==> config.mk <==
export PLATFORM = sky130hd
export DESIGN_NAME = nbmh_bin_ram
export DESIGN_NICKNAME = d
export VERILOG_FILES = /design/src/hw/rtl/nbmh_pkg.sv /design/src/hw/rtl/nbmh_bin_ram.sv
export SDC_FILE = /design/constraint.sdc
export NUM_CORES = 2
export LEC_CHECK = 0
export BUFFER_PORTS_ARGS = -buffer_cell sky130_fd_sc_hd__buf_2
export CAP_MARGIN = 20
export CORE_MARGIN = 3
export CORE_UTILIZATION = 55
export CTS_BUF_LIST = sky130_fd_sc_hd__clkbuf_8
export DETAILED_ROUTE_END_ITERATION = 6
export PLACE_DENSITY = 0.71
export SLEW_MARGIN = 15
export SYNTH_ARGS = -nofsm -noshare
export SYNTH_HDL_FRONTEND = slang
export SYNTH_SLANG_ARGS = --single-unit
export TNS_END_PERCENT = 1
==> constraint.sdc <==
create_clock -name i_clk -period 12 [get_ports i_clk]
set_input_delay 1.2 -clock i_clk [delete_from_list [all_inputs] [get_ports i_clk]]
set_output_delay 1.2 -clock i_clk [all_outputs]
set_load 0.02 [all_outputs]
==> src/hw/rtl/nbmh_pkg.sv <==
// ----------------------------------------------------------------------------
// nbmh_pkg
// Shared types, constants and helpers of the nearest-bin mean histogram.
// ----------------------------------------------------------------------------
package nbmh_pkg;

    localparam int NUM_BINS_MAX    = 64;
    localparam int BIN_IDX_W       = $clog2(NUM_BINS_MAX);
    localparam int NB_W            = BIN_IDX_W + 1;
    localparam int TIME_W          = 32;
    localparam int PF_W            = 16;
    localparam int CNT_W           = 16;
    localparam int SUM_W           = 48;
    localparam int MAX_SET_SAMPLES = 65535;

    // Shared divider: a wide dividend for the mean, a short one for binning.
    localparam int DIV_N_W   = SUM_W;
    localparam int DIV_D_W   = PF_W + 1;
    localparam int DIV_SHORT = PF_W + 2;
    localparam int DIV_CNT_W = $clog2(DIV_N_W + 1);

    localparam int APB_AW = 4;
    localparam int APB_DW = 32;

    localparam logic [PF_W-1:0] PF_ORIGIN_RST = 16'd5870;
    localparam logic [PF_W-1:0] BIN_WIDTH_RST = 16'd186;
    localparam logic [NB_W-1:0] NUM_BINS_RST  = 7'd64;

    typedef enum logic [1:0] {
        REG_PF_ORIGIN = 2'd0,
        REG_BIN_WIDTH = 2'd1,
        REG_NUM_BINS  = 2'd2
    } t_reg_idx;

    typedef struct packed {
        logic [TIME_W-1:0] time_value;
        logic [PF_W-1:0]   pf_value;
        logic              set_end;
    } t_sample;

    typedef struct packed {
        logic [BIN_IDX_W-1:0] bin_index;
        logic [TIME_W-1:0]    mean_time;
        logic [CNT_W-1:0]     sample_count;
        logic                 last_bin;
    } t_result;

    typedef struct packed {
        logic [PF_W-1:0] pf_origin;
        logic [PF_W-1:0] bin_width;
        logic [NB_W-1:0] num_bins;
    } t_cfg;

    typedef struct packed {
        logic [SUM_W-1:0] sum;
        logic [CNT_W-1:0] count;
    } t_bin_entry;

    typedef enum logic [2:0] {
        S_IDLE,
        S_BIN_DIV,
        S_ACC,
        S_EMIT_RD,
        S_EMIT_DATA,
        S_EMIT_DIV
    } t_state;

    // Bin count actually used, clamped to 2..NUM_BINS_MAX.
    function automatic logic [NB_W-1:0] bins_in_use(input logic [NB_W-1:0] nb);
        logic [NB_W-1:0] res;
        res = nb;
        if (nb < NB_W'(2)) begin
            res = NB_W'(2);
        end else if (nb > NB_W'(NUM_BINS_MAX)) begin
            res = NB_W'(NUM_BINS_MAX);
        end
        return res;
    endfunction

endpackage

==> src/hw/rtl/nbmh_bin_ram.sv <==
// ----------------------------------------------------------------------------
// nbmh_bin_ram
// Bin store: sum and count per bin in one synchronous memory, with a valid
// bit per entry so the whole store clears with a single clear strobe.
// ----------------------------------------------------------------------------
module nbmh_bin_ram
    import nbmh_pkg::*;
(
    input  logic                 i_clk,
    input  logic                 i_rst_n,
    input  logic                 i_clear,
    input  logic                 i_wr_en,
    input  logic [BIN_IDX_W-1:0] i_wr_addr,
    input  t_bin_entry           i_wr_data,
    input  logic                 i_rd_en,
    input  logic [BIN_IDX_W-1:0] i_rd_addr,
    output t_bin_entry           o_rd_data
);

    t_bin_entry              mem [NUM_BINS_MAX];
    logic [NUM_BINS_MAX-1:0] r_valid;
    t_bin_entry              r_rd_data;
    logic                    r_rd_valid;

    always_ff @(posedge i_clk) begin
        if (i_wr_en) begin
            mem[i_wr_addr] <= i_wr_data;
        end
        if (i_rd_en) begin
            r_rd_data <= mem[i_rd_addr];
        end
    end

    always_ff @(posedge i_clk) begin
        if (!i_rst_n) begin
            r_valid    <= '0;
            r_rd_valid <= 1'b0;
        end else begin
            if (i_rd_en) begin
                r_rd_valid <= r_valid[i_rd_addr];
            end
            if (i_clear) begin
                r_valid <= '0;
            end else if (i_wr_en) begin
                r_valid[i_wr_addr] <= 1'b1;
            end
        end
    end

    // An entry never written since the last clear reads as an empty bin.
    assign o_rd_data = r_rd_valid ? r_rd_data : '0;

endmodule

==> results.toml <==
[run_status]
status = "complete, no violations"

[place]
dp_worst_setup_slack_ps = 6350
numPortBuffers = 144
dp_cells = 10051
dp_hpwl_um = 207000
place_congestion = 0.771
dpl_cell_area_mm2 = 0.166

[critical_path]
crit_path_top_delay_cell = "buf_4"
critPathArrivalTime_ps = 3500
cp-start-kind = "flop"
crit_path_cell_trace = "buf_4, and2_1, buf_2"
critPathCaptureType = "primary output"
cp_data_required_time_ps = 10800
crit_type = "reg -> out"
path_delay_family = "buffers and inverters"
crit_fanout = 42
slowest_delay_ps = 810
r2r_setup_slack_ps = 9720
cp_num_buf_inv = 2

[yosys]
syn_area_mm2 = 0.160
synth.area.top_cells = "edfxtp_1 78%, mux4_2 19%, dfxtp_1 0.81%"
synth_cell_types = 32
yosys_register_bits = 4225
syn-num-nets = 6248
synthFlopType = "edfxtp_1"
yosysMostFrequentCell = "edfxtp_1"
synth_warnings = 0
synth_area_per_cell_um2 = 25.9
seq_area_frac_synth_pct = 79.0
ys_async_sr_fraction_pct = 0
yosysTopAreaCell = "edfxtp_1"
ys_top_cells_by_count = "4160 x edfxtp_1, 1356 x mux4_2, 184 x clkbuf_1"
synth_edf_count = 4160
synth_top_area_share_pct = 78.2
netlist_instances = 6167

[min_path]
min_path_type = "reg -> reg"

[floorplanning]
io_pins = 145
fp.coreArea_mm2 = 0.289
fp.dieW_um = 545
dieArea_mm2 = 0.297
num_rows = 197
dieHeight_um = 545
start_util_pct = 55.3

[sta]
worst_pin_slew_ps = 1240
setup_viol = 0
fmax_ghz = 0.213
fin_ws_ps = 7300
fin_skew_ps = 52.2
period_needed_ps = 4700
drv_slew = 0
whs_ps = 464
finalHoldViolCount = 0
rsz0062_at_grt = "false"
relSlewSlack_pct = 17.6
fin_crit_sh_pct = 39.2
tns_ps = 0

[flow_run]
max_cap_viol_count = 0

[cells_and_area]
drive_above_1_share_pct = 34.7
register_area_mm2 = 0.126
n_fill_cell = 18955
fin_nets = 6902
fin_cells = 11200
finalCoreUtilization_pct = 61.6
area_growth_pct = 11.3
multi_input_area_mm2 = 0.0326
fin_area_mm2 = 0.178

[routing]
drt_iter0_drc = 12098
drt-pass1-iter-count = 6
route.detailed.drc = 0
wl_um = 423000
wl_per_cell_um = 37.7
drt-met1-wl_um = 153000
met2WireLength_um = 203000
ant_nets = 0
vias = 75603
dr.max_layer_used = "met5"
viasPerCell = 6.75
wl_met3_um = 52400

[global_routing]
grt_pass1_wl_um = 591000
grt_max_degree = 166
grt_pass1_vias = 75879
track_usage_pct = 28.9
antenna_found_initial = 36
grt_overflow = 0

[clock_tree]
cts_sinks = 4225
cts_root_buf = "clkbuf_8"
numCtsBuffers = 647
clk_latency_ps = 1200
htree_levels = 6
cts_tree = "done"
postCtsHoldBufs = 0
cts_setup_buffers = 0
path_clk_slew_ps = 60
cts_resized = 0
cts.path.max_buffers = 4

[power_and_ir_drop]
leakage_nw = 55.6
p_per_area_mw_per_mm2 = 161
p_total_mw = 28.6
peakVddDrop_mv = 0.137
kinds of logic after synthesis:
kind of cell           count (synthesis)  synth area share, %
AO/OA/AOI/OAI                         78                0.365
buffers and inverters                327                0.879
multiplexers                        1364                 19.2
flip-flops                          4225                 79.0
AND/OR/NAND/NOR                      173                0.566
layout by cell type, fill, tap and decap left out, types with 3 or more instances in the layout:
cell type,Yosys,routed
a21oi_1,4,4
and2_1,64,64
and3b_1,3,3
buf_12,0,13
buf_2,87,137
buf_4,10,176
buf_8,0,3
bufinv_16,0,9
clkbuf_8,0,655
clkinv_1,0,159
clkinv_2,0,55
clkinv_8,0,16
clkinvlp_4,0,8
dfxtp_1,65,64
diode_2,0,18
edfxtp_1,4160,4160
inv_1,0,193
inv_12,0,11
inv_16,0,5
inv_6,0,11
inv_8,0,9
mux2i_1,6,6
mux4_2,1356,1356
nand2_1,5,5
nand2b_1,7,7
nand3_1,10,10
nand4_1,3,3
nor2_1,63,3
nor2_4,0,60
nor2b_1,8,7
nor3_2,0,4
o21a_1,64,64
metal layers:
| layer | global-route usage (%) | up-vias |
|---|---|---|
| met5 | 0 | - |
| met4 | 9.41 | 14 |
| met3 | 6.21 | 849 |
| met2 | 44.9 | 5357 |
| met1 | 41.8 | 40878 |
| li1 | - | 28505 |
worst paths after layout:
check | startpoint | end | depth (start not counted)
setup / recovery | r_rd_valid | o_rd_data[52] | 3
hold / removal | r_valid[32] | r_valid[32] | 1
setup reg to reg | mem[52][2] | r_rd_data[2] | 3
hold reg to reg | r_valid[32] | r_valid[32] | 1
registers in the layout, indices dropped and copies added (netlist names):
| name | flops |
|---|---|
| mem | 4096 |
| r_rd_data | 64 |
| r_rd_valid | 1 |
| r_valid | 64 |
cell type report:
class / instances / share of cell area [%]
well taps: 3880 / 2.73
repair buffers: 332 / 1.32
diodes: 18 / 0.0253
clock buffers: 654 / 5.06
clock inverters: 476 / 1.50
flip-flops and latches: 4225 / 71.0
multi-input cells: 1615 / 18.3
worst register-to-register path: stages (launching register included):
cell and delay (ps):
edfxtp_1 390, mux4_2 480, mux4_2 510, mux4_2 600
power by group:
group	internal, mW	leakage, nW	switching, mW	total (mW)
registers	16.3	38.0	0.0463	16.4
logic	0.558	11.0	0.722	1.28
clock network	5.34	6.67	5.59	10.9
total	22.2	55.6	6.36	28.6
No activity file was read; power rests on OpenSTA's default activity.
