==> src/hw/rtl/nbmh_pkg.sv <==
// ----------------------------------------------------------------------------
// nbmh_pkg
// Shared types, constants and helpers of the nearest-bin mean histogram.
// ----------------------------------------------------------------------------
package nbmh_pkg;

    localparam int NUM_BINS_MAX    = 64;
    localparam int BIN_IDX_W       = $clog2(NUM_BINS_MAX);
    localparam int NB_W            = BIN_IDX_W + 1;
    localparam int TIME_W          = 32;
    localparam int PF_W            = 16;
    localparam int CNT_W           = 16;
    localparam int SUM_W           = 48;
    localparam int MAX_SET_SAMPLES = 65535;

    // Shared divider: a wide dividend for the mean, a short one for binning.
    localparam int DIV_N_W   = SUM_W;
    localparam int DIV_D_W   = PF_W + 1;
    localparam int DIV_SHORT = PF_W + 2;
    localparam int DIV_CNT_W = $clog2(DIV_N_W + 1);

    localparam int APB_AW = 4;
    localparam int APB_DW = 32;

    localparam logic [PF_W-1:0] PF_ORIGIN_RST = 16'd5870;
    localparam logic [PF_W-1:0] BIN_WIDTH_RST = 16'd186;
    localparam logic [NB_W-1:0] NUM_BINS_RST  = 7'd64;

    typedef enum logic [1:0] {
        REG_PF_ORIGIN = 2'd0,
        REG_BIN_WIDTH = 2'd1,
        REG_NUM_BINS  = 2'd2
    } t_reg_idx;

    typedef struct packed {
        logic [TIME_W-1:0] time_value;
        logic [PF_W-1:0]   pf_value;
        logic              set_end;
    } t_sample;

    typedef struct packed {
        logic [BIN_IDX_W-1:0] bin_index;
        logic [TIME_W-1:0]    mean_time;
        logic [CNT_W-1:0]     sample_count;
        logic                 last_bin;
    } t_result;

    typedef struct packed {
        logic [PF_W-1:0] pf_origin;
        logic [PF_W-1:0] bin_width;
        logic [NB_W-1:0] num_bins;
    } t_cfg;

    typedef struct packed {
        logic [SUM_W-1:0] sum;
        logic [CNT_W-1:0] count;
    } t_bin_entry;

    typedef enum logic [2:0] {
        S_IDLE,
        S_BIN_DIV,
        S_ACC,
        S_EMIT_RD,
        S_EMIT_DATA,
        S_EMIT_DIV
    } t_state;

    // Bin count actually used, clamped to 2..NUM_BINS_MAX.
    function automatic logic [NB_W-1:0] bins_in_use(input logic [NB_W-1:0] nb);
        logic [NB_W-1:0] res;
        res = nb;
        if (nb < NB_W'(2)) begin
            res = NB_W'(2);
        end else if (nb > NB_W'(NUM_BINS_MAX)) begin
            res = NB_W'(NUM_BINS_MAX);
        end
        return res;
    endfunction

endpackage

==> src/hw/rtl/nbmh_cfg.sv <==
// ----------------------------------------------------------------------------
// nbmh_cfg
// APB register file holding the pf origin, bin width and bin count.
// ----------------------------------------------------------------------------
module nbmh_cfg
    import nbmh_pkg::*;
(
    input  logic              i_clk,
    input  logic              i_rst_n,
    input  logic              psel,
    input  logic              penable,
    input  logic              pwrite,
    input  logic [APB_AW-1:0] paddr,
    input  logic [APB_DW-1:0] pwdata,
    output logic [APB_DW-1:0] prdata,
    output logic              pready,
    output t_cfg              o_cfg
);

    t_cfg r_cfg;
    logic wr_en;

    assign pready = 1'b1;
    assign wr_en  = psel & penable & pwrite;
    assign o_cfg  = r_cfg;

    always_ff @(posedge i_clk) begin
        if (!i_rst_n) begin
            r_cfg.pf_origin <= PF_ORIGIN_RST;
            r_cfg.bin_width <= BIN_WIDTH_RST;
            r_cfg.num_bins  <= NUM_BINS_RST;
        end else if (wr_en) begin
            case (paddr[3:2])
                REG_PF_ORIGIN: r_cfg.pf_origin <= pwdata[PF_W-1:0];
                REG_BIN_WIDTH: r_cfg.bin_width <= pwdata[PF_W-1:0];
                REG_NUM_BINS:  r_cfg.num_bins  <= pwdata[NB_W-1:0];
                default: ;
            endcase
        end
    end

    always_comb begin
        case (paddr[3:2])
            REG_PF_ORIGIN: prdata = APB_DW'(r_cfg.pf_origin);
            REG_BIN_WIDTH: prdata = APB_DW'(r_cfg.bin_width);
            REG_NUM_BINS:  prdata = APB_DW'(r_cfg.num_bins);
            default:       prdata = '0;
        endcase
    end

endmodule

==> config.mk <==
export PLATFORM = sky130hd
export DESIGN_NAME = nbmh_cfg
export DESIGN_NICKNAME = d
export VERILOG_FILES = /design/src/hw/rtl/nbmh_pkg.sv /design/src/hw/rtl/nbmh_cfg.sv
export SDC_FILE = /design/constraint.sdc
export NUM_CORES = 1
export LEC_CHECK = 0
export BUFFER_PORTS_ARGS = -buffer_cell sky130_fd_sc_hd__buf_2
export CORE_MARGIN = 5
export CORE_UTILIZATION = 40
export DETAILED_ROUTE_END_ITERATION = 12
export PLACE_DENSITY_LB_ADDON = 0.12
export SYNTH_ARGS = -nofsm -noshare
export SYNTH_HDL_FRONTEND = slang
export SYNTH_SLANG_ARGS = --single-unit
==> constraint.sdc <==
create_clock -name i_clk -period 1.2 [get_ports i_clk]
set_clock_uncertainty 0.15 [all_clocks]
set_input_delay 0.18 -clock i_clk [delete_from_list [all_inputs] [get_ports i_clk]]
set_output_delay 0.18 -clock i_clk [all_outputs]
set_load 0.005 [all_outputs]
==> results.toml, run 1 <==
[status]
outcome = "finished with violations"
violations = "hold timing, setup timing"

[clock_network]
cts_root_buf = "clkbuf_8"
clkTransAtPathRegs_ns = 0.08
htreeDepth = 2
cts_sinks = 39
cts_tree = "done"
cts_made_buffers = 5
cts_buffer_depth = 2
clkLatencyLatePin_ns = 0.29

[sta]
drv_slew = 0
setup_viol = 17
holdWs_ns = -0.0000978
rsz0062_at_grt = "yes"
min_period_ns = 1.32
max_freq_mhz = 760
fin_ws_ns = -0.116
fin_crit_sh = 1.10
hold_viol_final = 1

[routing]
first_pass_iters = 4
num_vias = 1915
first_iter_violations = 49
post_drt_wl_per_cell_um = 14.1
ant_nets = 0
drc = 0
vias_per_cell = 4.59
routed_wl_mm = 5.88

[global_routing]
grt_antenna_before_repair = 0
grt_usage = 0.179
grt_pass1_vias = 1958
grt_overflow = 0
grt_max_degree = 36
grt_pass1_wl_mm = 8.97

[logic_synthesis]
syn_area_um2 = 2000
synth-edff-count = 0
ys_async_sr_fraction = 0
ys_seq_area_frac = 0.390
synthDistinctLibCells = 20
netlist_instances = 224
yosys_warnings = 0
synth_seq_cells = 39
yosysTopAreaCell = "dfxtp_1"
avgSynthCellArea_um2 = 8.93
synth_ff_type = "dfxtp_1"
synth_top_area_frac = 0.390
yosys-top-cells-area = "dfxtp_1 39%, mux2i_1 26%, nand2_1 8.6%"

[setup_path]
cp_slowest_cell = "dfxtp_2"
cp.required_ns = 0.87
path_cells = "mux2i_1 > nor2_1 > buf_2"
crit_fanout = 2
cp-start-kind = "flip-flop"
critPathArrivalTime_ns = 0.99
worst_path_largest_cell_delay_ns = 0.33
r2r_slack_ns = 0.19
reg2reg_depth = 4
crit_path_end_kind = "primary output"
worstSetupPathType = "reg2out"

[cells_and_area]
num-nets-final = 390
drive_gt1_frac = 0.477
syn_to_final_growth_pct = 59.3
final_core_util = 0.666
diodes = 0
final_common_cell = "buf_2"
final_cell_mix = "52 x buf_2, 51 x mux2i_1, 47 x buf_6, 46 x nand2_1, 32 x dfxtp_2"
num-fill-cells = 421
largest_register_ffs = 39

[die]
fp.dieArea_um2 = 6520
initial_core_util = 0.418
die_y_um = 80.7
io_pins = 113
core_region_area_um2 = 4790
die_w_um = 80.7
rows = 25

[min_path]
worstHoldPathCells = 3
min-delay-path-class = "in2reg"

[power]
power_density_nw_per_um2 = 816
ir_drop_v = 0.000653
leakagePower_uw = 0.00152

[placement]
io_buffer_count = 77
hpwlAfterDp_mm = 3.92
gp_congestion = 0.726

[flow_run]
maxCapViolCount = 0
where the power goes:
group / internal (uW) / total [uW] / switching, uW
Sequential: 1310 / 1330 / 13.0
Combinational: 213 / 405 / 192
Clock: 408 / 869 / 461
Total: 1940 / 2600 / 666
per-layer routing:
metal / up-vias / track usage / part of all wire
met4: 0 / 0.0524 / 0.013
met3: 9 / 0.0448 / 0.056
met2: 53 / 0.335 / 0.51
li1: 950 / - / -
met5: - / 0 / 0
met1: 903 / 0.197 / 0.42
critical path, delay by kind of cell (launching register included):
kind | cells | cell delay [ns]
buf+inv | 1 | 0.13
flops | 1 | 0.33
mux | 1 | 0.18
simple gates | 1 | 0.06
cells by family after synthesis:
kind of cell | Yosys count | share of synthesized area
AO/OA/AOI/OAI | 15 | 0.0475
buffers and inverters | 38 | 0.113
flip-flops | 39 | 0.390
multiplexers | 51 | 0.255
other | 2 | 0.00375
AND/OR/NAND/NOR | 79 | 0.191
timing repair:
| action | in CTS | in global routing |
|---|---|---|
| endpoints found under the setup margin | 16 | 39 |
| endpoints found under the hold margin | 13 | 0 |
| resized for setup | 48 | 41 |
| hold buffers | 12 | 0 |
| pin swaps | 1 | 3 |
| buffers inserted | 22 | 3 |
final cells by class:
type	count	area (um2)	share of cell area
repair buffers	137	1120	0.353
flip-flops and latches	39	821	0.257
clock inverters	1	5.00	0.00157
multi-input cells	162	1060	0.333
clock buffers	7	76.3	0.0239
inverters	4	15.0	0.00471
well taps	67	83.8	0.0263
final timing paths:
check / start / endpoint
setup / recovery: o_cfg[14] / prdata[7]
hold / removal: pwdata[1] / o_cfg[1]
setup reg to reg: o_cfg[12] / o_cfg[12]
hold reg to reg: o_cfg[20] / o_cfg[20]
per-stage QoR:
step                      total power [uW]  cell area [um2]  instances  setup TNS [ns]  worst slack (ns)
after floorplan                       1570             2080        239         -0.0335          -0.00718
after global placement                1670             2510        372           -4.34            -0.165
after detailed placement              1680             2510        372           -4.93            -0.183
after CTS                             2590             2990        414           -1.22           -0.0941
after global routing                  2700             3190        417           -2.14            -0.181
final                                 2600             3190        417           -1.20            -0.116
cells in the mapped netlist, drive strengths merged (2+ instances only):
master	number
dfxtp	39
o211ai	4
conb	2
nor3b	2
mux2i	51
nor2b	18
buf	25
o21ai	7
clkbuf	9
nor2	9
inv	4
nand2	46
o31ai	4
(Power assumes the default switching activity.)
==> run 2, diff against run 1 <==
==> constraint.sdc (replaced) <==
create_clock -name i_clk -period 1.2 [get_ports i_clk]
set_clock_uncertainty 0.15 [all_clocks]
set_input_delay 0 -clock i_clk [delete_from_list [all_inputs] [get_ports i_clk]]
set_output_delay 0 -clock i_clk [all_outputs]
set_load 0.005 [all_outputs]
==> results.toml, run 2 (same netlist as run 1, synthesis figures left out) <==
[routing]
routed.top_layer = "met4"
num_vias = 1779
first_pass_iters = 4
vias_per_cell = 4.50
routed_wl_mm = 5.03
wl_met3_um = 418
routed-wl-met2_mm = 2.43
wl_met1_mm = 2.12
ant_nets = 0
post_drt_wl_per_cell_um = 12.7
first_iter_violations = 59
drc = 0

[die]
rows = 25
fp.dieArea_um2 = 6520
initial_core_util = 0.418
core_region_area_um2 = 4790
io_pins = 113
die_w_um = 80.7
die_y_um = 80.7

[cells_and_area]
final_cell_mix = "77 x buf_2, 51 x mux2i_1, 46 x nand2_1, 30 x dfxtp_1, 19 x buf_4"
final_area_um2 = 2790
syn_to_final_growth_pct = 39.3
num-nets-final = 368
diodes = 0
largest_register_ffs = 39
final_common_cell = "buf_2"
drive_gt1_frac = 0.363

[sta]
fin_crit_sh = 0.965
max_freq_mhz = 863
drv_slew = 0
setup_viol = 0
rsz0062_at_grt = "no"
hold_viol_final = 0
min_period_ns = 1.16
fin_ws_ns = 0.0419
tns_ns = 0

[power]
combPwrFrac = 0.136
leakagePower_uw = 0.00134
power_density_nw_per_um2 = 954
power_frac_seq = 0.498
ir_drop_v = 0.000506
clock_power_share = 0.366
swShare = 0.240
switchingPower_uw = 638
internal_power_uw = 2020

[global_routing]
grt_overflow = 0
grt_usage = 0.162
grt_max_degree = 41
grt_pass1_wl_mm = 8.16
grt_pass1_vias = 1765
grt_antenna_before_repair = 0

[setup_path]
cp-start-kind = "input pin"
cp.required_ns = 1.22
crit_fanout = 40
worstSetupPathType = "in2reg"
crit_path_end_kind = "flip-flop"
critPathArrivalTime_ns = 1.17

[clock_network]
cts_root_buf = "clkbuf_8"
htreeDepth = 2
cts_made_buffers = 5
cts_sinks = 39
cts_buffer_depth = 2
clkTransAtPathRegs_ns = 0.07
cts_tree = "done"
clkLatencyLatePin_ns = 0.29

[flow_run]
maxCapViolCount = 0

[placement]
placed_cell_area_um2 = 2500
hpwlAfterDp_mm = 3.64
io_buffer_count = 77
gp_congestion = 0.716
place_ws_ns = -0.00183

[status]
outcome = "complete, no violations"

[min_path]
min-delay-path-class = "in2reg"
==> run 2: cell types whose count changed in the layout (fill, tap and decap cells not counted), moves of 3 or more <==
| cell | before | now |
|---|---|---|
| dfxtp_2 | 32 | 9 |
| buf_2 | 52 | 77 |
| o21ai_0 | 0 | 3 |
| o21ai_1 | 7 | 4 |
| dfxtp_1 | 7 | 30 |
| dlygate4sd3_1 | 12 | 17 |
| buf_6 | 47 | 0 |
| buf_4 | 24 | 19 |
==> run 2: layout make-up <==
class                      instances  area (um2)
tap                               67        83.8
clock buffer                       8         100
sequential                        39         792
fill                             473        2000
timing repair buffer             115         738
multi-input combinational        162        1060
inverter                           4        15.0
==> run 2: power by group through the flow <==
stage	clock network, uW	logic [uW]	registers (uW)
detailed placement	0	316	1360
finish	974	361	1330
floorplan	0	211	1360
global route	1050	405	1330
CTS	1000	360	1320
global placement	0	315	1350
==> run 2: through the flow <==
stage	utilization	hold WS (ns)	std cells	power [uW]
finish	0.582	0.0279	395	2660
global route	0.582	0.0504	395	2780
CTS	0.578	0.0303	394	2690
detailed placement	0.522	0.116	369	1670
global placement	0.522	0.114	369	1670
floorplan	-	-0.00790	239	1570
==> run 2: final timing paths <==
check	startpoint	endpoint	slack, ns	cells after the start
worst min-delay path	penable	o_cfg[25]	0.03	5
worst min register to register	o_cfg[23]	o_cfg[23]	0.32	2
worst max-delay path	i_rst_n	o_cfg[10]	0.04	5
worst max register to register	o_cfg[11]	o_cfg[11]	0.34	3
==> run 2: repair_timing <==
| action | in CTS | in global routing |
|---|---|---|
| hold buffers | 17 | 0 |
| endpoints found under the setup margin | 1 | 9 |
| pin swaps | 0 | 1 |
| resized for setup | 1 | 13 |
| endpoints found under the hold margin | 39 | 0 |
| setup buffers | 0 | 1 |
==> run 2: worst max-delay path: stages <==
cell	delay (ns)
dlygate4sd3_1	0.53
buf_2	0.13
buf_12	0.19
nor2b_1	0.22
mux2i_1	0.09
==> run 2: per-layer routing <==
layer,global-route usage,vias up
met5,0,-
met4,0.0507,0
met3,0.0493,6
met2,0.281,63
met1,0.191,802
li1,-,908
==> run 3, diff against run 2 <==
- CORE_UTILIZATION: 40 -> 41
- CTS_BUF_LIST: not set -> sky130_fd_sc_hd__clkbuf_4
==> results.toml, run 3 (same netlist as run 1, synthesis figures left out) <==
[routing]
ant_nets = 0
num_vias = 1811
drc = 0
first_iter_violations = 56
vias_per_cell = 4.50
routed_wl_mm = 5.00
first_pass_iters = 4
post_drt_wl_per_cell_um = 12.4

[cells_and_area]
drive_gt1_frac = 0.442
diodes = 0
syn_to_final_growth_pct = 42.5
final_core_util = 0.604
num-fill-cells = 450
final_cell_mix = "77 x buf_2, 51 x mux2i_1, 46 x nand2_1, 29 x dfxtp_2, 25 x buf_4"
final_cells = 402
num-nets-final = 376
final_area_um2 = 2850
largest_register_ffs = 39
final_common_cell = "buf_2"

[global_routing]
grt_max_degree = 35
grt_usage = 0.165
grt_antenna_before_repair = 0
grt_overflow = 0
grt_pass1_wl_mm = 8.30
grt_pass1_vias = 1749

[die]
die_w_um = 79.9
die_y_um = 79.9
fp.dieArea_um2 = 6380
io_pins = 113
rows = 25
core_region_area_um2 = 4720
initial_core_util = 0.424

[setup_path]
crit_fanout = 2
critPathArrivalTime_ns = 1.03
crit_path_end_kind = "primary output"
cp_num_buf_inv = 1
cp.required_ns = 1.05
path_cells = "mux2i_1 > o21ai_0 > buf_2"
worstSetupPathType = "reg2out"
cp-start-kind = "flip-flop"
cp_top_family = "flip-flops"
cp_slowest_cell = "dfxtp_2"
worst_path_largest_cell_delay_ns = 0.35

[power]
leakagePower_uw = 0.00136
swShare = 0.261
combPwrFrac = 0.162
power_density_nw_per_um2 = 815
internal_power_uw = 1720
clock_power_share = 0.267
power_frac_seq = 0.571
switchingPower_uw = 606
ir_drop_v = 0.000612

[sta]
max_freq_mhz = 848
hold_viol_final = 2
min_period_ns = 1.18
rsz0062_at_grt = "yes"
holdWs_ns = -0.0331
fin_crit_sh = 0.982
drv_slew = 0
setup_viol = 0

[placement]
dp_cells = 366
io_buffer_count = 77
placed_cell_area_um2 = 2490
hpwlAfterDp_mm = 3.61
gp_congestion = 0.715

[clock_network]
cts_buffer_depth = 2
cts_root_buf = "clkbuf_4"
clkTransAtPathRegs_ns = 0.11
cts_sinks = 39
cts_tree = "done"
clkLatencyLatePin_ns = 0.34
cts_made_buffers = 5
htreeDepth = 2

[min_path]
min-delay-path-class = "in2reg"

[status]
violations = "hold timing"
outcome = "finished with violations"

[flow_run]
maxCapViolCount = 0
-- run 3: per-stage QoR --
stage / total power (uW) / worst slack, ns / TNS [ns]
floorplan: 1570 / 0.128 / 0
global placement: 1670 / 0.0347 / 0
detailed placement: 1670 / 0.00956 / 0
CTS: 2350 / -0.0000174 / -0.0000174
global route: 2440 / -0.0698 / -0.738
finish: 2320 / 0.0212 / 0
-- run 3: layout make-up --
class	instances	area, um2	share of cell area
multi-input combinational	162	1080	0.377
sequential	39	817	0.287
timing repair buffer	123	813	0.285
tap	67	83.8	0.0294
clock buffer	5	37.5	0.0132
inverter	4	15.0	0.00527
clock inverter	2	8.76	0.00307
-- run 3: timing repair --
action | 4_1_cts | 5_1_grt
hold buffers | 18 | 1
hold endpoints to repair | 39 | 6
setup buffers | 6 | 5
pin swaps | 0 | 3
endpoints found under the setup margin | 7 | 20
gates resized for setup | 15 | 24
-- run 3: worst reg2reg max path, stage by stage (launching register included) --
cell and delay, ns:
dfxtp_2 0.34, buf_4 0.13, nor2b_1 0.10, mux2i_1 0.07
-- run 3: path summary, 6_finish.rpt --
kind	depth (start not counted)	from	slack, ns	end
max	3	o_cfg[10]	0.02	prdata[3]
min	4	paddr[3]	-0.03	o_cfg[11]
max reg2reg	3	o_cfg[10]	0.30	o_cfg[10]
min reg2reg	2	o_cfg[38]	0.32	o_cfg[38]
-- run 3: power groups by stage --
stage | Combinational [uW] | Clock, uW | Sequential [uW]
after global routing | 418 | 697 | 1330
after detailed placement | 318 | 0 | 1360
after CTS | 368 | 652 | 1330
after global placement | 317 | 0 | 1350
final | 376 | 620 | 1330
after floorplan | 211 | 0 | 1360
-- run 3: per-layer routing --
metal  global-route usage  vias up  routed length [um]
met5                    0        -                   0
met4               0.0574        0                 110
met3               0.0451       10                 348
met2                0.269       67                2320
met1                0.208      814                2220
li1                     -      920                   -
