$ cat config.mk
export PLATFORM = sky130hd
export DESIGN_NAME = nbmh_div
export DESIGN_NICKNAME = d
export VERILOG_FILES = /design/src/hw/rtl/nbmh_pkg.sv /design/src/hw/rtl/nbmh_div.sv
export SDC_FILE = /design/constraint.sdc
export NUM_CORES = 1
export LEC_CHECK = 0
export BUFFER_PORTS_ARGS = -buffer_cell sky130_fd_sc_hd__buf_2
export CORE_MARGIN = 2
export CORE_UTILIZATION = 49
export DETAILED_ROUTE_END_ITERATION = 7
export PLACE_DENSITY = 0.81
export SYNTH_ARGS = -nofsm -noshare
export SYNTH_HDL_FRONTEND = slang
export SYNTH_SLANG_ARGS = --single-unit
export TNS_END_PERCENT = 10
$ cat constraint.sdc
create_clock -name i_clk -period 2.56 [get_ports i_clk]
set_input_delay 0.256 -clock i_clk [delete_from_list [all_inputs] [get_ports i_clk]]
set_output_delay 0.256 -clock i_clk [all_outputs]
set_load 0.005 [all_outputs]
$ cat src/hw/rtl/nbmh_pkg.sv
// ----------------------------------------------------------------------------
// nbmh_pkg
// Shared types, constants and helpers of the nearest-bin mean histogram.
// ----------------------------------------------------------------------------
package nbmh_pkg;

    localparam int NUM_BINS_MAX    = 64;
    localparam int BIN_IDX_W       = $clog2(NUM_BINS_MAX);
    localparam int NB_W            = BIN_IDX_W + 1;
    localparam int TIME_W          = 32;
    localparam int PF_W            = 16;
    localparam int CNT_W           = 16;
    localparam int SUM_W           = 48;
    localparam int MAX_SET_SAMPLES = 65535;

    // Shared divider: a wide dividend for the mean, a short one for binning.
    localparam int DIV_N_W   = SUM_W;
    localparam int DIV_D_W   = PF_W + 1;
    localparam int DIV_SHORT = PF_W + 2;
    localparam int DIV_CNT_W = $clog2(DIV_N_W + 1);

    localparam int APB_AW = 4;
    localparam int APB_DW = 32;

    localparam logic [PF_W-1:0] PF_ORIGIN_RST = 16'd5870;
    localparam logic [PF_W-1:0] BIN_WIDTH_RST = 16'd186;
    localparam logic [NB_W-1:0] NUM_BINS_RST  = 7'd64;

    typedef enum logic [1:0] {
        REG_PF_ORIGIN = 2'd0,
        REG_BIN_WIDTH = 2'd1,
        REG_NUM_BINS  = 2'd2
    } t_reg_idx;

    typedef struct packed {
        logic [TIME_W-1:0] time_value;
        logic [PF_W-1:0]   pf_value;
        logic              set_end;
    } t_sample;

    typedef struct packed {
        logic [BIN_IDX_W-1:0] bin_index;
        logic [TIME_W-1:0]    mean_time;
        logic [CNT_W-1:0]     sample_count;
        logic                 last_bin;
    } t_result;

    typedef struct packed {
        logic [PF_W-1:0] pf_origin;
        logic [PF_W-1:0] bin_width;
        logic [NB_W-1:0] num_bins;
    } t_cfg;

    typedef struct packed {
        logic [SUM_W-1:0] sum;
        logic [CNT_W-1:0] count;
    } t_bin_entry;

    typedef enum logic [2:0] {
        S_IDLE,
        S_BIN_DIV,
        S_ACC,
        S_EMIT_RD,
        S_EMIT_DATA,
        S_EMIT_DIV
    } t_state;

    // Bin count actually used, clamped to 2..NUM_BINS_MAX.
    function automatic logic [NB_W-1:0] bins_in_use(input logic [NB_W-1:0] nb);
        logic [NB_W-1:0] res;
        res = nb;
        if (nb < NB_W'(2)) begin
            res = NB_W'(2);
        end else if (nb > NB_W'(NUM_BINS_MAX)) begin
            res = NB_W'(NUM_BINS_MAX);
        end
        return res;
    endfunction

endpackage

$ cat src/hw/rtl/nbmh_div.sv
// ----------------------------------------------------------------------------
// nbmh_div
// Restoring divider, one quotient bit per cycle. Runs 48 steps for a mean
// or 18 steps for a bin index.
// ----------------------------------------------------------------------------
module nbmh_div
    import nbmh_pkg::*;
(
    input  logic               i_clk,
    input  logic               i_rst_n,
    input  logic               i_start,
    input  logic               i_long,
    input  logic [DIV_N_W-1:0] i_dividend,
    input  logic [DIV_D_W-1:0] i_divisor,
    output logic               o_done,
    output logic [DIV_N_W-1:0] o_quotient
);

    logic [DIV_N_W-1:0]   r_quo;
    logic [DIV_D_W-1:0]   r_rem;
    logic [DIV_D_W-1:0]   r_den;
    logic [DIV_CNT_W-1:0] r_cnt;
    logic                 r_done;

    logic [DIV_D_W:0]     trial;
    logic                 fits;

    assign trial      = {r_rem, r_quo[DIV_N_W-1]};
    assign fits       = trial >= {1'b0, r_den};
    assign o_done     = r_done;
    assign o_quotient = r_quo;

    always_ff @(posedge i_clk) begin
        if (!i_rst_n) begin
            r_cnt  <= '0;
            r_done <= 1'b0;
        end else begin
            r_done <= 1'b0;
            if (i_start) begin
                r_cnt <= i_long ? DIV_CNT_W'(DIV_N_W) : DIV_CNT_W'(DIV_SHORT);
            end else if (r_cnt != '0) begin
                r_cnt <= r_cnt - DIV_CNT_W'(1);
                if (r_cnt == DIV_CNT_W'(1)) begin
                    r_done <= 1'b1;
                end
            end
        end
    end

    // A short division starts with its dividend in the top bits, so the
    // quotient still ends up right-aligned.
    always_ff @(posedge i_clk) begin
        if (i_start) begin
            r_quo <= i_long ? i_dividend : (i_dividend << (DIV_N_W - DIV_SHORT));
            r_rem <= '0;
            r_den <= i_divisor;
        end else if (r_cnt != '0) begin
            r_quo <= {r_quo[DIV_N_W-2:0], fits};
            r_rem <= fits ? DIV_D_W'(trial - {1'b0, r_den}) : trial[DIV_D_W-1:0];
        end
    end

endmodule

==> results of run 1 <==
## cells in the final DEF, fill, tap and decap left out, types with 10 or more instances in the layout
cell,count
buf_2,118
edfxtp_1,65
inv_1,50
nor2_1,44
nand2_1,42
o21ai_0,35
a21oi_1,33
dfxtp_1,24
mux2i_1,23
ha_1,18
nand3_1,12
a21o_1,10
## repair_timing
action / CTS / global route
endpoints found under the hold margin: 0 / 0
gates resized for setup: 1 / 9
endpoints found under the setup margin: 1 / 13
hold buffers: 0 / 0
setup buffers: 0 / 2
cloned: 0 / 1
pin swaps: 0 / 8
## layout make-up
type | instances | area share [%]
flip-flops and latches | 89 | 41.8
multi-input cells | 321 | 36.6
repair buffers | 130 | 12.0
inverters | 53 | 3.42
well taps | 133 | 2.86
clock buffers | 9 | 2.13
clock inverters | 7 | 1.16
## per-layer routing
metal	share of wire [%]	global-route usage [%]	up-vias	wire, µm
met5	0	0	-	0
met4	2.6	8.59	0	305
met3	4.6	3.96	24	530
met2	48	33.3	130	5590
met1	45	28.6	1938	5160
li1	-	-	1980	-
## stage by stage
step           area, µm²  power [mW]  util (%)
6_report            5820        5.44      59.9
5_1_grt             5820        5.78      59.9
4_1_cts             5770        5.34      59.3
3_5_place_dp        5580        4.37      57.4
3_3_place_gp        5580        4.28      57.4
2_1_floorplan       4870        3.79         -
## cells by family (layout without fill, tap and decap cells)
group                    Yosys count  in the layout  synth area share (%)
flip-flops                        89             89                  49.9
buffers and inverters             78            199                  6.78
XOR/XNOR                          12             12                  2.16
AO/OA/AOI/OAI                    131            131                  18.0
adder cells (fa/ha/maj)           20             20                  5.29
multiplexers                      26             26                  5.42
AND/OR/NAND/NOR                  132            132                  12.4
## worst reg2reg max path, delay by kind of cell, from the launching register on
kind | cells | cell delay, ns
muxes | 1 | 0.33
AOI/OAI and AO/OA | 5 | 1.07
adders and majority gates | 2 | 0.48
buffers and inverters | 2 | 0.13
DFF | 1 | 0.41
## worst max path at each step
stage                   start       end  slack, ns
3_5_place_dp   o_quotient[47]  r_rem[6]       0.01
5_1_grt        o_quotient[47]  r_rem[0]      -0.07
2_1_floorplan  o_quotient[47]  r_rem[0]       0.07
4_1_cts        o_quotient[47]  r_rem[0]       0.01
6_report       o_quotient[47]  r_rem[0]       0.07
3_3_place_gp   o_quotient[47]  r_rem[0]       0.11
## sequential cells by signal, summed over array words and instances (netlist names)
register and flops:
o_done 1, r_rem 17, o_quotient 48, r_cnt 6, r_den 17
## power breakdown
group | switching, mW | total (mW) | internal [mW]
Sequential | 0.213 | 2.13 | 1.92
Clock | 0.574 | 0.956 | 0.382
Combinational | 1.35 | 2.36 | 1.00
==> flow_summary.toml, run 1 <==
[synth]
syn_area_um2 = 4870
synth.most_common_cell = "edfxtp_1"
syn-mean-instance-area_um2 = 9.98
synth_top_area_share_pct = 40.1
synth-seq-area-share_pct = 49.9
async_flop_share_pct = 0
syn_nets = 577
ys_top_cells_by_count = "65 x edfxtp_1, 53 x inv_1, 44 x nor2_1"
synth_cell_types = 61
ys_ff_latch = 89
yosys-top-cells-area = "edfxtp_1 40%, dfxtp_1 9.9%, ha_1 4.9%, mux2i_1 4.7%, inv_1 4.1%"
synthDominantAreaCellType = "edfxtp_1"
ys_warn_count = 0
synth_ff_type = "edfxtp_1"
synthCells = 488
synth_edf_count = 65

[route]
drc = 0
post_drt_wl_per_cell_um = 15.6
drt_wl_total_mm = 11.6
drtAntennaViolNets = 0
drtPass1Iterations = 4
viasPerCell = 5.49
drt_iter0_drc = 253
vias = 4072

[worst_hold_path]
hp-start = "i_divisor[5]"
hold_path_class = "primary input to flip-flop"
min_path_cells = 1
worstHoldEndpoint = "r_den[5]"

[setup_path]
path_depth = 10
cp_max_fo = 4
crit_path_start_kind = "flip-flop"
reg2reg_slack_ns = 0.07
rr_endpoint = "r_rem[0]"
critPathBufInv = 2
criticalPathCategory = "flip-flop to flip-flop"
r2r_start = "o_quotient[47]"
slowest_stage = "edfxtp_1"
cpLargestDelayFamily = "compound AO/OA/AOI/OAI gates"
rr_worst_depth = 10
cpPeakStageDelay_ns = 0.41
crit_path_frequent_cell = "inv_2"
worstPathArrival_ns = 2.78
end_kind = "flip-flop"
cp_data_required_time_ns = 2.85
path_cells = "inv_2 -> ha_4 -> inv_2 -> fa_2 -> a21o_1 -> a221oi_4 -> o211ai_2 -> a21oi_4 -> mux2_4 -> a211oi_2"

[global_routing]
grt_pass1_vias = 3715
grt_start_max_net_pins = 51
grt_pass1_wl_mm = 18.2
gr-total-overflow = 0
antenna_found_initial = 0
gr-usage-all-layers_pct = 21.1

[placement]
place.gp.congestion = 0.913
place_ws_ns = 0.0122
place_hpwl_mm = 8.30
io_buffers = 117
dp.cells = 723

[floorplanning]
std_cell_rows = 36
die-area_um2 = 10800
design.core.area_um2 = 9730
die_w_um = 104
fp.dieH_um = 104
ios = 118
initial_core_util_pct = 50.1

[layout]
areaGrowthSynthToFinish_pct = 19.5
final_cells = 742
regArea_um2 = 2430
nets = 693
multi_input_area_um2 = 2130
drive_gt1_share_pct = 27.4
n_antenna_cell = 0
nFillCells = 840

[timing]
final.setup.worst_slack_ns = 0.0678
final_max_slew_viol_count = 0
final.setup_skew_ns = 0.0211
finalCriticalPeriod_ns = 2.49
finalSetupViolCount = 0
hold_viol = 0
fmax_mhz = 401
setup_tns_ns = 0
tightestPinTransition_ns = 0.972
slew_headroom_pct = 34.9
holdWs_ns = 0.0577
grt_setup_unrepaired = "true"
finalCritPeriodShare_pct = 97.4

[cts]
clk_latency_ns = 0.38
cts_sinks = 89
clock_path_buffers = 2
cts_tree = "done"
cts_max_level = 3
cts_buffers = 9
root_buffer = "clkbuf_8"
cts.clk_slew.worst_paths_ns = 0.10

[power]
ir_drop_mv = 0.452
leakagePower_nw = 2.64
power_density_nw_per_um2 = 935

[job]
maxCapViolCount = 0

[run_status]
status = "complete, no violations"
Power figures use the tool's default switching activity.
==> run 2: changes to the inputs <==
==> constraint.sdc (replaced) <==
create_clock -name i_clk -period 2.56 [get_ports i_clk]
set_input_delay 0.512 -clock i_clk [delete_from_list [all_inputs] [get_ports i_clk]]
set_output_delay 0.512 -clock i_clk [all_outputs]
set_load 0.005 [all_outputs]
==> run 2 against run 1 <==
  * The run now ends with setup timing left
  * Worst hold slack improved by 0.25 ns
  * Via count increased by 0.15%
  * First-iteration DRC count increased by 44%
  * Non-clock buffer count increased by 2
  * Clock power increased by 17%
  * Utilization increased by 0.78 points
  * Critical path type unchanged
  * Critical endpoint is now o_quotient[0]
==> flow_summary.toml, run 2 (synthesis gave the netlist of run 1 again) <==
[run_status]
status = "finished with violations"
violations = "setup timing"

[layout]
layout_common_cells = "117 x buf_2, 65 x edfxtp_1, 50 x inv_1"
final_util_pct = 60.6
nets = 695
n_antenna_cell = 0
areaGrowthSynthToFinish_pct = 21.1
final_cells = 744
stdcell_area_um2 = 5900
drive_gt1_share_pct = 27.7
largest_reg_flops = 48
layout_commonest_cell = "buf_2"

[timing]
finalCriticalPeriod_ns = 2.58
fmax_mhz = 388
tightestPinTransition_ns = 0.955
holdWs_ns = 0.303
grt_setup_unrepaired = "true"
final.setup_skew_ns = 0.0115
hold_viol = 0
finalCritPeriodShare_pct = 101
finalSetupViolCount = 1
final.setup.worst_slack_ns = -0.0155
slew_headroom_pct = 36.1
final_max_slew_viol_count = 0
setup_tns_ns = -0.0155

[global_routing]
use_met1_pct = 28.2
grt_util_met2_pct = 33.8
antenna_found_initial = 0
grt_use_met3_pct = 4.53
grt_start_max_net_pins = 65
gr-usage-all-layers_pct = 21.3
top_usage_layer = "met2"
grt_pass1_wl_mm = 18.3
grt_pass1_vias = 3795
gr-total-overflow = 0

[floorplanning]
die-area_um2 = 10800
fp.dieH_um = 104
design.core.area_um2 = 9730
initial_core_util_pct = 50.1
ios = 118
die_w_um = 104
std_cell_rows = 36

[placement]
place.gp.congestion = 0.890
placed_area_um2 = 5600
place_ws_ns = -0.0244
place_hpwl_mm = 8.23
io_buffers = 117
dp.cells = 724

[route]
drt_iter0_drc = 364
post_drt_wl_per_cell_um = 15.8
vias = 4078
drt_wl_total_mm = 11.7
viasPerCell = 5.48
drtPass1Iterations = 5
drc = 0
drtAntennaViolNets = 0

[job]
maxCapViolCount = 0

[setup_path]
cp_max_fo = 5
criticalPathCategory = "flip-flop to flip-flop"
cp_data_required_time_ns = 2.69
end_kind = "flip-flop"
crit_path_start_kind = "flip-flop"
worstPathArrival_ns = 2.70

[cts]
root_buffer = "clkbuf_8"
clock_path_buffers = 2
cts_buffers = 9
cts_hold_buf = 0
clk_latency_ns = 0.38
cts_tree = "done"
cts_sinks = 89
cts_max_level = 3
cts.clk_slew.worst_paths_ns = 0.09

[power]
power_density_nw_per_um2 = 954
ir_drop_mv = 0.540
finalPower_mw = 5.63
leakagePower_nw = 2.67

[worst_hold_path]
hold_path_class = "primary input to flip-flop"
-- run 2: cell types whose count changed in the layout (fill, tap and decap cells not counted), sizes merged --
cell	change
buf	+2
bufinv	+2
inv	-2
-- run 2: final timing paths --
check | from | to | slack, ns | cells past startpoint
worst max-delay path | o_quotient[47] | o_quotient[0] | -0.02 | 11
worst min-delay path | i_divisor[5] | r_den[5] | 0.30 | 1
worst max register to register | o_quotient[47] | o_quotient[0] | -0.02 | 11
worst min register to register | r_rem[16] | r_rem[16] | 0.48 | 2
-- run 2: layout make-up --
cell class / count / area, µm²
multi-input cells: 321 / 2150
fillers: 851 / 3830
well taps: 133 / 166
clock buffers: 9 / 124
repair buffers: 132 / 731
inverters: 53 / 199
flip-flops and latches: 89 / 2430
clock inverters: 7 / 100
-- run 2: what timing repair did --
item,in CTS,in global routing
endpoints found under the setup margin,7,16
pin swaps,0,11
setup buffers,0,4
gates resized for setup,1,11
-- run 2: routing by layer --
| metal | vias up | part of all wire [%] |
|---|---|---|
| met5 | - | 0 |
| met4 | 0 | 3.4 |
| met3 | 37 | 5.5 |
| met2 | 163 | 47 |
| met1 | 1899 | 45 |
| li1 | 1979 | - |
-- run 2: worst max-delay path, cell delays in order, from the launching register on --
cell	delay (ns)
edfxtp_1	0.43
inv_2	0.10
ha_4	0.13
inv_2	0.04
fa_2	0.36
a21o_1	0.20
a221oi_4	0.29
o211ai_2	0.17
a21oi_4	0.25
buf_4	0.15
buf_4	0.13
o21ai_1	0.06
-- run 2: power by group --
group	leakage [nW]	switching, mW	internal, mW	total (mW)
Clock	0.110	0.557	0.560	1.12
Sequential	0.876	0.219	1.92	2.14
Combinational	1.68	1.34	1.03	2.38
Total	2.67	2.12	3.51	5.63
==> run 3: changes to the inputs <==
ABC_AREA = 1   (was unset)
PLACE_DENSITY = 0.8   (was 0.81)
==> run 3 against run 2 <==
  * Setup slack gained 0.32 ns
  * Worst hold slack lost 0.0075 ns
  * Largest power group unchanged
  * Wire length grew 9.1%
  * Global-route usage grew 2.4 points
  * Flip-flop and latch count is the same
  * Cell area grew 2.2%
  * Combinational power grew 7%
  * The flow now finishes without violations
  * Critical path type unchanged
  * Critical endpoint unchanged
  * Non-clock buffer count shrank 9
  * Register-to-register slack gained 0.32 ns
==> flow_summary.toml, run 3 <==
[run_status]
status = "complete, no violations"

[synth]
yosys-top-cells-area = "edfxtp_1 38%, nand2_1 14%, dfxtp_1 9.3%, inv_1 6.8%, nand3_1 6.4%"
synth_ff_type = "edfxtp_1"
syn_area_um2 = 5160
synth.most_common_cell = "nand2_1"
synthCells = 623
synth_cell_types = 38
synth_edf_count = 65
syn_nets = 712
syn-mean-instance-area_um2 = 8.28
synthDominantAreaCellType = "edfxtp_1"
synth_top_area_share_pct = 37.8
async_flop_share_pct = 0
ys_warn_count = 0
ys_top_cells_by_count = "188 x nand2_1, 94 x inv_1, 66 x nand3_1"
ys_ff_latch = 89
synth-seq-area-share_pct = 47.2

[floorplanning]
std_cell_rows = 37
fp.dieH_um = 107
ios = 118
die_w_um = 107
initial_core_util_pct = 50.2
die-area_um2 = 11400
design.core.area_um2 = 10300

[power]
p_sw_mw = 2.36
switching_share_pct = 41.5
ir_drop_mv = 0.567
sequentialPowerShare_pct = 38.8
leakagePower_nw = 3.04
clkPwrFrac_pct = 16.3
power_density_nw_per_um2 = 943
p_comb_share_pct = 44.8
p_int_mw = 3.32

[timing]
finalCritPeriodShare_pct = 88.2
hold_viol = 0
tightestPinTransition_ns = 0.660
fmax_mhz = 443
slew_headroom_pct = 56.0
final.setup.worst_slack_ns = 0.302
final.setup_skew_ns = 0.0119
setup_tns_ns = 0
grt_setup_unrepaired = "false"
finalCriticalPeriod_ns = 2.26
final_max_slew_viol_count = 0
finalSetupViolCount = 0

[layout]
largest_reg_flops = 48
layout_common_cells = "187 x nand2_1, 117 x buf_2, 94 x inv_1"
stdcell_area_um2 = 6030
layout_commonest_cell = "nand2_1"
areaGrowthSynthToFinish_pct = 16.9
nets = 827
drive_gt1_share_pct = 24.0
n_antenna_cell = 0

[placement]
placed_area_um2 = 5850
place_ws_ns = 0.318
place.gp.congestion = 0.908
place_hpwl_mm = 9.31
io_buffers = 117

[global_routing]
antenna_found_initial = 0
gr-usage-all-layers_pct = 23.7
grt_start_max_net_pins = 55
gr-total-overflow = 0
grt_pass1_vias = 4498
grt_pass1_wl_mm = 21.2

[setup_path]
reg2reg_slack_ns = 0.30
r2r_start = "o_quotient[47]"
crit_path_start_kind = "flip-flop"
cp_max_fo = 19
cp_data_required_time_ns = 2.70
worstPathArrival_ns = 2.40
criticalPathCategory = "flip-flop to flip-flop"
rr_worst_depth = 10
setup.worst_path.start = "o_quotient[47]"
worstSetupEndpoint = "o_quotient[0]"
end_kind = "flip-flop"
rr_endpoint = "o_quotient[0]"

[cts]
cts_setup_buffers = 0
cts_buffers = 9
clock_path_buffers = 2
cts.clk_slew.worst_paths_ns = 0.09
cts_tree = "done"
cts_hold_buf = 0
post_cts_resize_count = 0
cts_sinks = 89
root_buffer = "clkbuf_8"
clk_latency_ns = 0.38
cts_max_level = 3

[route]
viasPerCell = 5.18
drc = 0
drtPass1Iterations = 5
drt_wl_total_mm = 12.8
vias = 4556
drt_iter0_drc = 269
post_drt_wl_per_cell_um = 14.6
drtAntennaViolNets = 0

[worst_hold_path]
hold_path_class = "primary input to flip-flop"
min_path_cells = 1

[job]
maxCapViolCount = 0
-- run 3: cell count changes after synthesis, moves of 20 or more --
cell | previous run | this run
nand2_1 | 42 | 188
nand3_1 | 12 | 66
inv_1 | 53 | 94
nor2_1 | 44 | 15
mux2i_1 | 23 | 0
a21oi_1 | 33 | 13
-- run 3: routing by layer --
| layer | track usage (%) | wire length (µm) |
|---|---|---|
| met4 | 8.16 | 242 |
| met2 | 37.9 | 6050 |
| met5 | 0 | 0 |
| met3 | 7.36 | 1030 |
| met1 | 30.6 | 5480 |
-- run 3: final cells by class --
type	count	area, µm²
repair buffers	123	631
clock buffers	11	141
well taps	136	170
multi-input cells	413	2230
clock inverters	5	37.5
flip-flops and latches	89	2430
inverters	102	383
fillers	963	4250
-- run 3: power groups by stage --
| stage | Sequential [mW] | Combinational [mW] | Clock, mW |
|---|---|---|---|
| after floorplan | 2.19 | 1.91 | 0 |
| after global placement | 2.22 | 2.47 | 0 |
| after detailed placement | 2.22 | 2.53 | 0 |
| after CTS | 2.20 | 2.54 | 0.940 |
| after global routing | 2.25 | 2.88 | 1.01 |
| final | 2.21 | 2.55 | 0.928 |
-- run 3: cells by family after synthesis --
| kind of cell | Yosys count | share of synthesized area, % |
|---|---|---|
| fa+ha+maj | 20 | 5.00 |
| simple gates | 321 | 29.6 |
| flops | 89 | 47.2 |
| xor+xnor | 9 | 1.53 |
| buf+inv | 121 | 9.56 |
| compound gates | 63 | 7.18 |
-- run 3: worst max-delay path: stages (launching register included) --
cell	delay (ns)
edfxtp_1	0.39
inv_1	0.10
ha_1	0.15
inv_1	0.08
fa_1	0.46
nand3_2	0.14
nand3_2	0.12
nand2_4	0.23
nand2_8	0.18
nand2_1	0.09
o21ai_0	0.07
-- run 3: how the worst min path moves through the flow --
stage                            to  slack (ns)     startpoint
after detailed placement  r_rem[11]        0.46      r_rem[11]
after CTS                 r_den[12]        0.28  i_divisor[12]
after global routing       r_den[6]        0.27   i_divisor[6]
after global placement    r_rem[13]        0.46      r_rem[13]
final                      r_den[8]        0.30   i_divisor[8]
after floorplan           r_rem[10]        0.44      r_rem[10]
-- run 3: stage by stage --
step | hold WS [ns] | total power, mW | std cells | utilization (%)
after global routing | 0.274 | 6.13 | 879 | 58.7
after detailed placement | 0.458 | 4.75 | 863 | 56.9
after global placement | 0.461 | 4.69 | 863 | 56.9
after CTS | 0.285 | 5.69 | 879 | 58.7
after floorplan | 0.442 | 4.11 | 623 | -
final | 0.296 | 5.68 | 879 | 58.7
